$ cat src/design/tfdf_pkg.sv
// Shared constants, widths and types for the TPFA face Darcy flux pipeline.
// No dependencies; every design file refers to this package by scoped names.
`default_nettype none

package tfdf_pkg;

    // Phases used; mobility and gravity fields of higher phases are ignored.
    localparam int PHASE_COUNT = 3;
    localparam int MAX_PHASES = 3;

    localparam int NUM_STAGES = 6;

    localparam int W_VAL  = 32;                 // signed Q16.16 fields
    localparam int W_UNS  = 31;                 // non-negative Q15.16 fields
    localparam int FRAC   = 16;
    localparam int W_DP   = W_VAL + 1;          // exact pressure drop
    localparam int W_X    = W_VAL + 2;          // drop plus gravity-capillary term
    localparam int W_XMAG = W_X - 1;            // magnitude of that sum
    localparam int W_PROD = W_UNS + W_XMAG;     // mobility times magnitude
    localparam int W_TMAG = W_PROD + 1 - FRAC;  // rounded phase term magnitude
    localparam int W_TERM = W_TMAG + 1;         // signed phase term
    localparam int W_SUM  = W_TERM + $clog2(PHASE_COUNT);
    localparam int W_MAG  = W_SUM;              // magnitude of the phase sum
    localparam int W_LO   = 32;                 // low slice of the magnitude
    localparam int W_HI   = W_MAG - W_LO;       // high slice of the magnitude
    localparam int W_PPLO = W_UNS + W_LO;
    localparam int W_PPHI = W_UNS + W_HI;
    localparam int W_FULL = W_UNS + W_MAG;      // transmissibility times magnitude
    localparam int W_R    = W_FULL + 1 - FRAC;  // rounded flux magnitude

    localparam logic [W_PROD:0] ROUND_PROD = (W_PROD + 1)'(1) << (FRAC - 1);
    localparam logic [W_FULL:0] ROUND_FULL = (W_FULL + 1)'(1) << (FRAC - 1);

    localparam logic [W_VAL-1:0] FLUX_MAX = {1'b0, {(W_VAL - 1){1'b1}}};
    localparam logic [W_VAL-1:0] FLUX_MIN = {1'b1, {(W_VAL - 1){1'b0}}};
    localparam logic [W_R-1:0]   R_POS_LIMIT = W_R'(FLUX_MAX);
    localparam logic [W_R-1:0]   R_NEG_LIMIT = W_R'(FLUX_MIN);

    // Face kinds
    localparam logic [1:0] MODE_INTERIOR    = 2'd0;
    localparam logic [1:0] MODE_BC_PRESSURE = 2'd1;
    localparam logic [1:0] MODE_BC_FLUX     = 2'd2;
    localparam logic [1:0] MODE_BC_NONE     = 2'd3;

    typedef logic [PHASE_COUNT-1:0][W_UNS-1:0]  mob_vec_t;
    typedef logic [PHASE_COUNT-1:0][W_VAL-1:0]  gcap_vec_t;
    typedef logic [PHASE_COUNT-1:0][W_XMAG-1:0] xmag_vec_t;
    typedef logic [PHASE_COUNT-1:0][W_PROD-1:0] prod_vec_t;
    typedef logic [PHASE_COUNT-1:0][W_TERM-1:0] term_vec_t;

    // Per-stage load enables, first stage to output stage
    typedef struct packed {
        logic drop;
        logic mult;
        logic round;
        logic sum;
        logic part;
        logic out;
    } stage_en_t;

endpackage

`default_nettype wire

$ cat src/design/tfdf_drop.sv
// Stage 1: pressure drop by face kind, per-phase drop plus gravity term.
// Depends on tfdf_pkg.
`default_nettype none

module tfdf_drop (
    input  wire logic                               clk,
    input  wire tfdf_pkg::stage_en_t                en,
    input  wire logic [1:0]                         mode,
    input  wire logic                               outside_first,
    input  wire logic signed [tfdf_pkg::W_VAL-1:0]  pressure_first,
    input  wire logic signed [tfdf_pkg::W_VAL-1:0]  pressure_second,
    input  wire logic signed [tfdf_pkg::W_VAL-1:0]  bc_value,
    input  wire logic [tfdf_pkg::W_UNS-1:0]         transmissibility,
    input  wire tfdf_pkg::mob_vec_t                 mob,
    input  wire tfdf_pkg::gcap_vec_t                gcap,
    output logic [tfdf_pkg::PHASE_COUNT-1:0]        xneg,
    output tfdf_pkg::xmag_vec_t                     xmag,
    output tfdf_pkg::mob_vec_t                      mob_out,
    output logic [tfdf_pkg::W_UNS-1:0]              trans,
    output logic                                    bypass,
    output logic [tfdf_pkg::W_VAL-1:0]              bypass_value
);

    logic signed [tfdf_pkg::W_VAL-1:0] op_a;
    logic signed [tfdf_pkg::W_VAL-1:0] op_b;
    logic signed [tfdf_pkg::W_DP-1:0]  dp;
    logic signed [tfdf_pkg::W_X-1:0]   x [tfdf_pkg::PHASE_COUNT];

    logic [tfdf_pkg::PHASE_COUNT-1:0] xneg_reg, xneg_next;
    tfdf_pkg::xmag_vec_t             xmag_reg, xmag_next;
    tfdf_pkg::mob_vec_t              mob_reg;
    logic [tfdf_pkg::W_UNS-1:0]      trans_reg;
    logic                            bypass_reg, bypass_next;
    logic [tfdf_pkg::W_VAL-1:0]      bval_reg, bval_next;

    always_comb
    begin
        op_a = pressure_first;
        op_b = pressure_second;
        case (mode)
            tfdf_pkg::MODE_BC_PRESSURE:
            begin
                if (outside_first)
                begin
                    op_a = bc_value;
                end
                else
                begin
                    op_b = bc_value;
                end
            end
            default:
            begin
                op_a = pressure_first;
                op_b = pressure_second;
            end
        endcase
        dp = tfdf_pkg::W_DP'(op_a) - tfdf_pkg::W_DP'(op_b);

        for (int p = 0; p < tfdf_pkg::PHASE_COUNT; p++)
        begin
            x[p] = tfdf_pkg::W_X'(dp) + tfdf_pkg::W_X'($signed(gcap[p]));
            xneg_next[p] = x[p][tfdf_pkg::W_X-1];
            xmag_next[p] = xneg_next[p] ? tfdf_pkg::W_XMAG'(-x[p])
                                        : tfdf_pkg::W_XMAG'(x[p]);
        end

        // Flux and no-condition faces skip the arithmetic
        bypass_next = (mode == tfdf_pkg::MODE_BC_FLUX) || (mode == tfdf_pkg::MODE_BC_NONE);
        bval_next   = (mode == tfdf_pkg::MODE_BC_FLUX) ? bc_value : '0;
    end

    always_ff @(posedge clk)
    begin
        if (en.drop)
        begin
            xneg_reg   <= xneg_next;
            xmag_reg   <= xmag_next;
            mob_reg    <= mob;
            trans_reg  <= transmissibility;
            bypass_reg <= bypass_next;
            bval_reg   <= bval_next;
        end
    end

    assign xneg         = xneg_reg;
    assign xmag         = xmag_reg;
    assign mob_out      = mob_reg;
    assign trans        = trans_reg;
    assign bypass       = bypass_reg;
    assign bypass_value = bval_reg;

endmodule

`default_nettype wire

$ cat config.mk
export PLATFORM = sky130hd
export DESIGN_NAME = tfdf_drop
export DESIGN_NICKNAME = d
export VERILOG_FILES = /design/src/design/tfdf_pkg.sv /design/src/design/tfdf_drop.sv
export SDC_FILE = /design/constraint.sdc
export NUM_CORES = 1
export LEC_CHECK = 0
export BUFFER_PORTS_ARGS = -buffer_cell sky130_fd_sc_hd__buf_2
export CORE_AREA = 4 4 226 228
export CTS_CLUSTER_SIZE = 16
export DETAILED_ROUTE_END_ITERATION = 10
export DIE_AREA = 0 0 230 232
export PLACE_DENSITY = 0.73
export SYNTH_ARGS = -nofsm -noshare
export SYNTH_HDL_FRONTEND = slang
export SYNTH_SLANG_ARGS = --single-unit
$ cat constraint.sdc
create_clock -name clk -period 15.15 [get_ports clk]
set_input_delay 0 -clock clk [delete_from_list [all_inputs] [get_ports clk]]
set_output_delay 0 -clock clk [all_outputs]
set_load 0.05 [all_outputs]
# Word level (Yosys, flattened, before mapping)
# Index checks and enable logic that the tools add are counted.
# word_totals
ff_bits,259
output_inout_bits,259
elab_cells,28
input_bits,326
# classes
muxes,7
addsub,7
eq_ne,3
reduce_logical,1
# ops
cell,n
two-way mux 32 bit,4
adder 33 x 32 -> 34 bit,3
two-way mux 33 bit,3
negation 33 bit,3
subtractor 32 x 32 -> 33 bit,1
"== test 2 bit, second input constant",2
"== test 2 x 1 -> 1 bit, second input constant",1
logical OR 1 bit,1

# Longest topological paths before layout
# logic_depth
ltp_word,6
ltp_mapped,32
ltp_nobuf,30

# Worst setup path before layout
# OpenSTA, ideal clock, no wires.
# synth_timing
kind,input to register
startpoint,in outside_first
endpoint,"reg xmag_reg (netlist bit xmag[82]), data pin"
path_slack_ns,8.810
path_stages,29
path_buffers,3
setup_ns,0.274
required_time_ns,14.876
t_arrival_ns,6.067
path_cell_list,nor3b_1 -> clkbuf_1 -> mux2i_1 -> ha_1 -> nor2b_1 -> o21ai_0 -> a21bo_2 -> a211oi_1 -> o21ai_0 -> a21boi_0 -> o41a_1 -> a211oi_1 -> o21ai_0 -> xor2_1 -> ha_1 -> clkbuf_1 -> a21o_1 -> a31oi_1 -> o21ai_0 -> a31o_1 -> a211oi_1 -> o31a_1 -> nor2b_1 -> or3b_1 -> mux2_2 -> inv_2 -> buf_2 -> o41ai_1 -> xor2_1
# synth_lines
item,line_no,rtl
start: declaration,tfdf_drop.sv:9,"input wire logic outside_first,"
end signal: assignment,tfdf_drop.sv:78,xmag_reg <= xmag_next;
end: declaration,tfdf_drop.sv:30,"tfdf_pkg::xmag_vec_t xmag_reg, xmag_next;"

==> impl_metrics.tcl <==
set metrics [dict create \
    outcome "finished clean" \
    synth_top_family_by_area "compound AO/OA/AOI/OAI gates" \
    multi_input_area_sq_um 9830 \
    final_layout_size_suffix_gt1_frac 0.288 \
    clockBufferDepth 3 \
    cp-start-kind "input pin" \
    ant_nets 0 \
    areaGrowthSynthToFinish_pct 34.5 \
    met2_wirelength_microns 33900 \
    fmax_mhz 120 \
    via_per_inst 5.38 \
    synth_cells 1721 \
    regArea_sq_um 7780 \
    routed_wirelength_microns 69200 \
    fin_setup_tns_ns 0 \
    synth_edf_count 259 \
    ys_seq_area_frac 0.432 \
    cts_tree "yes" \
    path_max_fanout 32 \
    netlist_area_sq_um 18000 \
    slew-limit-headroom 0.181 \
    grt_max_degree 121 \
    ys_async_sr_fraction 0 \
    holdWs_ns 0.00234 \
    die_h_microns 232 \
    hold_path.class "in -> reg" \
    peakVddDrop_v 0.0000961 \
    synthesis.nets 2191 \
    cts_resized 0 \
    arrival_ns 8.64 \
    initial_core_util 0.369 \
    antenna_found_initial 21 \
    setup_viol 0 \
    synth-compound-area-share 0.174 \
    powerDensity_nw_per_um2 179 \
    postCtsSetupRepairBufs 0 \
    die_x_microns 230 \
    avgRoutedWirePerCell_microns 21.9 \
    gp_congestion 0.898 \
    cts_made_buffers 28 \
    grt_pass1_vias 16700 \
    maxCapViolations 0 \
    num_io_pins 585 \
    die_area_sq_um 53400 \
    yosys.area_share.simple 0.139 \
    tightestPinTransition_ns 1.23 \
    clockRootBuffer "clkbuf_16" \
    cts_sinks 259 \
    synth_warnings 0 \
    synth_cell_type_count 91 \
    yosys.area_share.xor_xnor 0.0910 \
    rows 81 \
    fillCellCount 4432 \
    synthMuxAreaShare 0.0395 \
    path_delay_family "compound AO/OA/AOI/OAI gates" \
    top_layer "met5" \
    hold_viol_final 0 \
    synthFlopType "edfxtp_1" \
    gr-total-overflow 0 \
    htree_levels 1 \
    slowest_delay_ns 0.81 \
    cts.clk_slew.worst_paths_ns 0.06 \
    worst-setup-path-type "in -> reg" \
    drt-met1-wl_microns 26800 \
    largest_reg_flops 99 \
    cp.required_ns 15.44 \
    drv_slew 0 \
    ys_ff_latch 259 \
    post-route-util 0.496 \
    dp_hpwl_microns 52700 \
    grt_pass1_wl_microns 99600 \
    grt_usage 0.244 \
    cpMostUsedCell "o21ai_0" \
    design.core.area_sq_um 48800 \
    dr.pass1.iters 7 \
    finalCriticalPeriod_ns 8.35 \
    cp.buffers_inverters 4 \
    first_iter_violations 826 \
    slowest_stage "xor2_1" \
    route.detailed.drc 0 \
    synth.avg_cell_area_sq_um 10.5 \
    wl_met3_microns 4770 \
    fin_crit_sh 0.551 \
    synth_fa_ha_area_frac 0.102 \
    cp-end-kind "flip-flop" \
    leakage_uw 0.0101 \
    portBuffers 579 \
    finalNetCount 2929 \
    num_vias 17000 \
    rsz0062_at_grt "no" \
]
-- final cells by class --
class | count | area share
multi-input cells | 1358 | 0.406
well taps | 664 | 0.0343
clock buffers | 29 | 0.0300
flip-flops and latches | 259 | 0.321
diodes | 12 | 0.00124
inverters | 56 | 0.00868
clock inverters | 20 | 0.00687
repair buffers | 756 | 0.192
-- kinds of logic after synthesis --
| group | after synthesis |
|---|---|
| AO/OA/AOI/OAI | 481 |
| XOR/XNOR | 187 |
| adder cells (fa/ha/maj) | 144 |
| buffers and inverters | 104 |
| flip-flops | 259 |
| multiplexers | 67 |
| AND/OR/NAND/NOR | 479 |
-- power by group --
group	leakage, uW	switching (uW)	internal [uW]	total (uW)
logic	0.00719	1750	792	2540
registers	0.00253	50.5	1050	1100
clock network	0.000428	295	381	676
total	0.0101	2100	2230	4320
-- layer usage --
metal  vias up  global-route usage
met1      8100               0.280
met3       159              0.0550
met2       689               0.428
li1       7999                   -
met5         -                   0
met4        20               0.123
-- cells in the final DEF, fill, tap and decap left out, types with 20 or more instances in the layout --
| master | synthesis | layout |
|---|---|---|
| a211oi_1 | 23 | 23 |
| a21o_1 | 38 | 38 |
| a21oi_1 | 133 | 133 |
| a31oi_1 | 25 | 25 |
| and2_1 | 49 | 49 |
| buf_2 | 8 | 578 |
| clkbuf_16 | 0 | 29 |
| dlygate4sd3_1 | 0 | 161 |
| edfxtp_1 | 259 | 259 |
| ha_1 | 140 | 140 |
| inv_1 | 54 | 54 |
| mux2_2 | 32 | 32 |
| mux2i_1 | 35 | 35 |
| nand2_1 | 112 | 112 |
| nand3_1 | 41 | 41 |
| nand4_1 | 20 | 20 |
| nor2_1 | 104 | 104 |
| nor3_1 | 33 | 33 |
| o21a_1 | 24 | 24 |
| o21ai_0 | 95 | 94 |
| xnor2_1 | 117 | 117 |
| xor2_1 | 70 | 70 |
-- path summary, 6_finish.rpt --
kind,from,to,slack [ns],depth (start not counted)
hold / removal,en[5],mob_out[86]$_DFFE_PP_,0.002,1
setup / recovery,mode[1],xmag[75]$_DFFE_PP_,6.80,30
-- Yosys cell counts (all sizes together), types with 8 or more instances --
master | count | area [sq um]
xnor2 | 117 | 1020
nand3 | 41 | 205
edfxtp | 259 | 7780
nor2b | 20 | 125
clkbuf | 37 | 140
and3 | 11 | 70.1
xor2 | 70 | 613
mux2 | 32 | 360
a21o | 38 | 285
a211oi | 25 | 198
nor3 | 34 | 175
o21bai | 12 | 90.1
o31ai | 18 | 135
and2 | 49 | 307
a21oi | 137 | 701
inv | 56 | 210
or3 | 12 | 75.1
o2111ai | 8 | 70.1
buf | 11 | 55.1
nand2b | 19 | 119
mux2i | 35 | 350
nand2 | 113 | 427
nand4 | 21 | 138
nor2 | 104 | 390
or2 | 10 | 65.1
a31oi | 25 | 156
ha | 140 | 1750
o21a | 24 | 180
nor3b | 8 | 60.1
o21ai | 108 | 544
o211ai | 16 | 120
-- through the flow --
stage | std cells | total power (uW) | worst slack, ns | cell area [sq um]
floorplan | 1721 | 2950 | 8.81 | 18000
global placement | 2932 | 3570 | 6.99 | 21700
detailed placement | 2932 | 3610 | 6.86 | 21700
CTS | 3142 | 4330 | 6.90 | 24200
global route | 3148 | 4550 | 6.23 | 24200
finish | 3154 | 4320 | 6.80 | 24200
-- repair_timing --
| item | CTS | global route |
|---|---|---|
| hold buffers | 161 | 0 |
| setup endpoints to repair | 0 | 0 |
| hold endpoints to repair | 161 | 0 |
Note: power is estimated with default switching activity, not from simulation.
