===== src/design/tfdf_pkg.sv =====
// Shared constants, widths and types for the TPFA face Darcy flux pipeline.
// No dependencies; every design file refers to this package by scoped names.
`default_nettype none

package tfdf_pkg;

    // Phases used; mobility and gravity fields of higher phases are ignored.
    localparam int PHASE_COUNT = 3;
    localparam int MAX_PHASES = 3;

    localparam int NUM_STAGES = 6;

    localparam int W_VAL  = 32;                 // signed Q16.16 fields
    localparam int W_UNS  = 31;                 // non-negative Q15.16 fields
    localparam int FRAC   = 16;
    localparam int W_DP   = W_VAL + 1;          // exact pressure drop
    localparam int W_X    = W_VAL + 2;          // drop plus gravity-capillary term
    localparam int W_XMAG = W_X - 1;            // magnitude of that sum
    localparam int W_PROD = W_UNS + W_XMAG;     // mobility times magnitude
    localparam int W_TMAG = W_PROD + 1 - FRAC;  // rounded phase term magnitude
    localparam int W_TERM = W_TMAG + 1;         // signed phase term
    localparam int W_SUM  = W_TERM + $clog2(PHASE_COUNT);
    localparam int W_MAG  = W_SUM;              // magnitude of the phase sum
    localparam int W_LO   = 32;                 // low slice of the magnitude
    localparam int W_HI   = W_MAG - W_LO;       // high slice of the magnitude
    localparam int W_PPLO = W_UNS + W_LO;
    localparam int W_PPHI = W_UNS + W_HI;
    localparam int W_FULL = W_UNS + W_MAG;      // transmissibility times magnitude
    localparam int W_R    = W_FULL + 1 - FRAC;  // rounded flux magnitude

    localparam logic [W_PROD:0] ROUND_PROD = (W_PROD + 1)'(1) << (FRAC - 1);
    localparam logic [W_FULL:0] ROUND_FULL = (W_FULL + 1)'(1) << (FRAC - 1);

    localparam logic [W_VAL-1:0] FLUX_MAX = {1'b0, {(W_VAL - 1){1'b1}}};
    localparam logic [W_VAL-1:0] FLUX_MIN = {1'b1, {(W_VAL - 1){1'b0}}};
    localparam logic [W_R-1:0]   R_POS_LIMIT = W_R'(FLUX_MAX);
    localparam logic [W_R-1:0]   R_NEG_LIMIT = W_R'(FLUX_MIN);

    // Face kinds
    localparam logic [1:0] MODE_INTERIOR    = 2'd0;
    localparam logic [1:0] MODE_BC_PRESSURE = 2'd1;
    localparam logic [1:0] MODE_BC_FLUX     = 2'd2;
    localparam logic [1:0] MODE_BC_NONE     = 2'd3;

    typedef logic [PHASE_COUNT-1:0][W_UNS-1:0]  mob_vec_t;
    typedef logic [PHASE_COUNT-1:0][W_VAL-1:0]  gcap_vec_t;
    typedef logic [PHASE_COUNT-1:0][W_XMAG-1:0] xmag_vec_t;
    typedef logic [PHASE_COUNT-1:0][W_PROD-1:0] prod_vec_t;
    typedef logic [PHASE_COUNT-1:0][W_TERM-1:0] term_vec_t;

    // Per-stage load enables, first stage to output stage
    typedef struct packed {
        logic drop;
        logic mult;
        logic round;
        logic sum;
        logic part;
        logic out;
    } stage_en_t;

endpackage

`default_nettype wire


===== src/design/tfdf_scale.sv =====
// Stages 5 and 6: transmissibility product in two slices, rounding, saturation
// and the output register. Depends on tfdf_pkg.
`default_nettype none

module tfdf_scale (
    input  wire logic                          clk,
    input  wire tfdf_pkg::stage_en_t           en,
    input  wire logic                          neg_in,
    input  wire logic [tfdf_pkg::W_MAG-1:0]    mag,
    input  wire logic [tfdf_pkg::W_UNS-1:0]    trans,
    input  wire logic                          bypass_in,
    input  wire logic [tfdf_pkg::W_VAL-1:0]    bval_in,
    output logic [tfdf_pkg::W_VAL-1:0]         face_flux,
    output logic                               saturated
);

    logic [tfdf_pkg::W_PPLO-1:0] pp_lo_reg, pp_lo_next;
    logic [tfdf_pkg::W_PPHI-1:0] pp_hi_reg, pp_hi_next;
    logic                        neg5_reg;
    logic                        bypass5_reg;
    logic [tfdf_pkg::W_VAL-1:0]  bval5_reg;

    logic [tfdf_pkg::W_VAL-1:0]  flux_reg, flux_next;
    logic                        sat_reg, sat_next;

    logic [tfdf_pkg::W_FULL:0]   full;
    logic [tfdf_pkg::W_R-1:0]    r;

    always_comb
    begin
        pp_lo_next = tfdf_pkg::W_PPLO'(trans) *
                     tfdf_pkg::W_PPLO'(mag[tfdf_pkg::W_LO-1:0]);
        pp_hi_next = tfdf_pkg::W_PPHI'(trans) *
                     tfdf_pkg::W_PPHI'(mag[tfdf_pkg::W_MAG-1:tfdf_pkg::W_LO]);

        full = (tfdf_pkg::W_FULL + 1)'(pp_lo_reg)
             + ((tfdf_pkg::W_FULL + 1)'(pp_hi_reg) << tfdf_pkg::W_LO)
             + tfdf_pkg::ROUND_FULL;
        r = full[tfdf_pkg::W_FULL:tfdf_pkg::FRAC];

        if (bypass5_reg)
        begin
            flux_next = bval5_reg;
            sat_next  = 1'b0;
        end
        else if (neg5_reg)
        begin
            if (r > tfdf_pkg::R_NEG_LIMIT)
            begin
                flux_next = tfdf_pkg::FLUX_MIN;
                sat_next  = 1'b1;
            end
            else
            begin
                flux_next = tfdf_pkg::W_VAL'(-r);
                sat_next  = 1'b0;
            end
        end
        else
        begin
            if (r > tfdf_pkg::R_POS_LIMIT)
            begin
                flux_next = tfdf_pkg::FLUX_MAX;
                sat_next  = 1'b1;
            end
            else
            begin
                flux_next = tfdf_pkg::W_VAL'(r);
                sat_next  = 1'b0;
            end
        end
    end

    always_ff @(posedge clk)
    begin
        if (en.part)
        begin
            pp_lo_reg   <= pp_lo_next;
            pp_hi_reg   <= pp_hi_next;
            neg5_reg    <= neg_in;
            bypass5_reg <= bypass_in;
            bval5_reg   <= bval_in;
        end
        if (en.out)
        begin
            flux_reg <= flux_next;
            sat_reg  <= sat_next;
        end
    end

    assign face_flux = flux_reg;
    assign saturated = sat_reg;

endmodule

`default_nettype wire


===== config.mk =====
export PLATFORM = sky130hd
export DESIGN_NAME = tfdf_scale
export DESIGN_NICKNAME = d
export VERILOG_FILES = /design/src/design/tfdf_pkg.sv /design/src/design/tfdf_scale.sv
export SDC_FILE = /design/constraint.sdc
export NUM_CORES = 2
export LEC_CHECK = 0
export ABC_CLOCK_PERIOD_IN_PS = 8500
export BUFFER_PORTS_ARGS = -buffer_cell sky130_fd_sc_hd__clkbuf_2
export CAP_MARGIN = 20
export CORE_ASPECT_RATIO = 0.7
export CORE_UTILIZATION = 40
export CTS_CLUSTER_SIZE = 12
export DETAILED_ROUTE_END_ITERATION = 6
export HOLD_SLACK_MARGIN = 0.06
export PLACE_DENSITY_LB_ADDON = 0.12
export REMOVE_ABC_BUFFERS = 1
export SYNTH_ARGS = -nofsm -noshare
export SYNTH_HDL_FRONTEND = slang
export SYNTH_SLANG_ARGS = --single-unit

===== constraint.sdc =====
create_clock -name clk -period 8.5 [get_ports clk]
set_input_delay 1.275 -clock clk [delete_from_list [all_inputs] [get_ports clk]]
set_output_delay 1.275 -clock clk [all_outputs]
set_load 0.01 [all_outputs]

# --- Word-level counts from Yosys, hierarchy flattened ---
# Cells that the tools add are included.
totals:
  register_bits: 181
  inputBits: 124
  output_inout_bits: 33
  word_cells: 21
classes:
  add_sub_neg: 3
  multipliers: 2
  order_cmp: 2
  mux: 7
op_table:
  columns: ["cell", "count"]
  rows:
  - ["$mux W32", 4]
  - ["$add A63 B83 Y84", 1]
  - ["$add A84 B16 Y84 const B", 1]
  - ["$gt A68 B31 Y1 const B", 1]
  - ["$gt A68 B32 Y1 const B", 1]
  - ["$mul A31 B32 Y63", 1]
  - ["$mul A31 B20 Y51", 1]
  - ["$neg A32 Y32", 1]
  - ["$mux W1", 3]

# --- Longest topological paths before layout ---
logic_depth:
  ltp_word: 6
  depth_mapped: 33

# --- Worst setup path after synthesis ---
# No wires, ideal clock.
synth_path:
  path_kind: "input -> register"
  from: "input port trans[7] (netlist bit)"
  to: "register pp_lo_reg[62] (netlist bit) (data pin)"
  t_arrival_ns: 8.599
  path_slack_ns: -0.359
  path_stages: 30
  cell_sequence: "clkbuf_1 > clkbuf_1 > nand2_1 > fa_1 > inv_1 > fa_1 > fa_1 > inv_1 > fa_1 > inv_1 > fa_1 > inv_1 > fa_1 > inv_1 > fa_1 > fa_1 > ha_1 > a21oi_1 > o21ai_0 > a31oi_1 > o21ai_0 > a211oi_1 > or4_1 > a21oi_1 > o21ai_0 > nor2_1 > a311oi_1 > o2111ai_1 > a21oi_1 > xnor2_1"
synth_via:
  elab_chain_len: 1
synth_rtl:
  columns: ["item", "line", "text"]
  rows:
  - ["from (decl)", "tfdf_scale.sv:10", "input wire logic [tfdf_pkg::W_UNS-1:0] trans,"]
  - ["$mul A31 B32 Y63", "tfdf_scale.sv:31", "pp_lo_next = tfdf_pkg::W_PPLO'(trans) *"]
  - ["net pp_lo_next, one bit", "tfdf_scale.sv:17", "logic [tfdf_pkg::W_PPLO-1:0] pp_lo_reg, pp_lo_next;"]
  - ["to (signal assigned)", "tfdf_scale.sv:78", "pp_lo_reg <= pp_lo_next;"]
  - ["to (decl)", "tfdf_scale.sv:17", null]
# The timed path passes the listed nets, and every way through them passes these cells.
# A chain may end at the register's enable or synchronous reset.

# --- Final worst setup path ---
layout_path:
  from: "input port mag[22] (netlist bit)"
  to: "register pp_lo_reg[62] (netlist bit) (data pin)"
layout_via:
  elab_chain_len: 1
layout_rtl:
  columns: ["item", "line", "text"]
  rows:
  - ["from (decl)", "tfdf_scale.sv:9", "input wire logic [tfdf_pkg::W_MAG-1:0] mag,"]
  - ["$mul A31 B32 Y63", "tfdf_scale.sv:31", null]
  - ["net pp_lo_next, one bit", "tfdf_scale.sv:17", null]
# The timed path passes the listed nets, and every way through them passes these cells.

==> reports/metrics.csv <==
stage,metric,value,unit
yosys,Post-synth ARST share,0,%
clock_network,CTS sink cnt,166,
yosys,share of the synthesized area in the top cell type,45.97,%
min_path,hold crit path type,reg2reg,
clock_network,hold buffers post-CTS,0,
worst_setup_path,CP max stage delay,0.61,ns
yosys,Post-synth EDFFs,166,
run,number of max-cap violations,0,
worst_setup_path,Critical path origin,mag[22],
worst_setup_path,reg-to-reg setup timing slack,2.80,ns
sta,Final Max Tran Viols,0,
layout,max FFs per register,51,
floorplan,I/O pins,157,
sta,Hold WS,0.5202,ns
drt,Initial DRC Count,2896,
placement,Inst Count DP,8868,
worst_setup_path,worst reg-to-reg path cell count,14,
sta,Worst Tran Pin Value,0.8833,ns
yosys,Synth Area per Inst,9.160,um^2
drt,post-route antenna net violation count,0,
clock_network,CTS tree,yes,
status,status,finished clean,
clock_network,Max Buffers Root-to-Sink,3,
clock_network,Max H-tree Level,4,
worst_setup_path,reg2reg end,face_flux[16],
worst_setup_path,cell family contributing the most delay on the critical path,adder cells,
global_route,largest net degree at the start of global routing,73,
worst_setup_path,crit-path max FO,12,
worst_setup_path,CP max stage cell,fa_1,
floorplan,Initial Util,40.51,%
sta,fin crit period,8.413,ns
floorplan,core area,148700,um^2
worst_setup_path,number of cells on the critical path,30,
clock_network,TritonCTS Buffers,25,
yosys,Synth Flop Type,edfxtp_1,
placement,HPWL after detailed placement,152800,um
worst_setup_path,CP Class,in2reg,
drt,drt first pass iters,5,
drt,Vias/cell,5.019,
worst_setup_path,Worst Setup Start Kind,input port,
sta,fmax,118.9,MHz
worst_setup_path,worst path buffer plus inverter count,10,
floorplan,Die Y,326.6,um
placement,Port Buf Inserts,152,
sta,final setup fails,0,
drt,drt wl/cell,20.12,um
global_route,vias in the first global route,47600,
global_route,grt total ovfl,0,
worst_setup_path,Worst EP arrival,8.65,ns
layout,"commonest non-fill, non-tap cell in the layout",inv_1,
floorplan,Die ar.,152100,um^2
yosys,synth top area cells,"fa_1 46%, ha_1 9.3%, inv_1 8.9%",
yosys,post-synthesis cell count,6575,
placement,routability cong.,0.8926,
sta,RSZ-0062 raised after global routing,true,
yosys,sequential-to-total area share from yosys stat,8.277,%
yosys,Synthesis Warnings,0,
sta,Layout Skew,0.02469,ns
worst_setup_path,crit end category,flop,
worst_setup_path,Worst EP required,8.74,ns
floorplan,Die W,465.8,um
layout,nets,8905,
sta,worst slew margin relative to its limit,39.59,%
yosys,Synth Cell Area,60220,um^2
global_route,initial antenna violation count,15,
yosys,Yosys reg bits,166,
layout,layout cell share with drive strength beyond 1,13.24,%
worst_setup_path,Crit path top cell by count,fa_1,
drt,via count,44860,
layout,Layout area overhead,14.73,%
yosys,Yosys cell types,83,
sta,"Hold Vio Cnt, Final",0,
yosys,Yosys top cell by area,fa_1,
drt,WL final,179800,um
floorplan,FP Rows,118,
global_route,Tot GR Track Use,23.94,%
clock_network,latest clock arrival within the worst-skew pair,0.52,ns
layout,most frequent cells in the layout,"1420 x inv_1, 1347 x fa_1, 1024 x nand2_1, 734 x and2_1, 448 x buf_4",
clock_network,CTS root buf,clkbuf_16,
global_route,global-route wire length before repair,279800,um
drt,DRC violation count after routing,0,
sta,Final period util,98.97,%
layout,Non-Filler Instances,8937,
worst_setup_path,CP endpoint,pp_lo_reg[62],
clock_network,clk slew on worst S/H paths,0.05,ns
worst_setup_path,worst r2r src,pp_lo_reg[33],
[how the worst min path moves through the flow]
stage                   from             to  slack (ns)  depth (start not counted)
2_1_floorplan  bval5_reg[15]  face_flux[15]        0.50                          2
3_3_place_gp   bval5_reg[31]  face_flux[31]        0.51                          1
3_5_place_dp   bval5_reg[31]  face_flux[31]        0.51                          1
4_1_cts        bval5_reg[31]  face_flux[31]        0.52                          1
5_1_grt        bval5_reg[31]  face_flux[31]        0.55                          1
6_report       bval5_reg[31]  face_flux[31]        0.52                          1
[per-layer routing]
layer,global-route usage [%],up-vias,wire length (um)
met1,34.65,23200,81760
li1,-,20320,-
met4,4.412,18,3950
met5,0,-,116
met2,38.28,1135,82370
met3,3.606,183,11620
[metrics by stage]
step | setup WS [ns] | setup TNS (ns) | util [%] | instance area, um^2
after global placement | -1.670 | -50.49 | 44.85 | 66680
after global routing | -0.1059 | -0.4396 | 46.47 | 69090
after floorplan | -0.06469 | -0.06469 | - | 58770
final | 0.08741 | 0 | 46.47 | 69090
after detailed placement | -1.604 | -50.26 | 44.85 | 66680
after CTS | 0.0001208 | 0 | 45.76 | 68030
[kinds of logic after synthesis]
family	count (synthesis)	synth area share, %
adders and majority gates	1831	55.28
buffers and inverters	1808	11.33
and+or+nand+nor	2146	17.62
DFF	166	8.277
AOI/OAI and AO/OA	449	4.926
muxes	9	0.1579
xor gates and xnor gates	166	2.414
[cell usage after synthesis (46+ instances only)]
master / count
and2_1: 740
ha_1: 448
xnor2_1: 114
inv_1: 1430
a21oi_1: 128
o21ai_0: 62
fa_1: 1383
nand3_1: 50
nor2_1: 103
nand4_1: 46
clkbuf_1: 357
a21o_1: 60
edfxtp_1: 166
xor2_1: 52
nand2_1: 1029
[layout make-up]
type,instances,area [um^2]
Tap cell,1980,2477
Antenna cell,2,5.005
Inverter,1431,5371
Timing Repair Buffer,725,6397
Multi-Input combinational cell,4601,49150
Clock buffer,26,629.4
Fill cell,14440,79580
Sequential cell,166,4985
Clock inverter,6,76.32
[worst register-to-register path, delay by kind of cell, from the launching register on]
| family | cells | cell delay (ns) |
|---|---|---|
| flops | 1 | 0.38 |
| compound gates | 8 | 2.45 |
| fa+ha+maj | 1 | 0.43 |
| simple gates | 4 | 1.94 |
| mux | 1 | 0.37 |
[repair_timing]
action	in CTS	in global routing
setup endpoints to repair	48	30
gates resized for setup	122	207
setup buffers	14	16
gates cloned	1	7
pin swaps	62	126
Power is not shown: default switching activity piles up to over one toggle a cycle in this logic, so the estimate is an artifact.
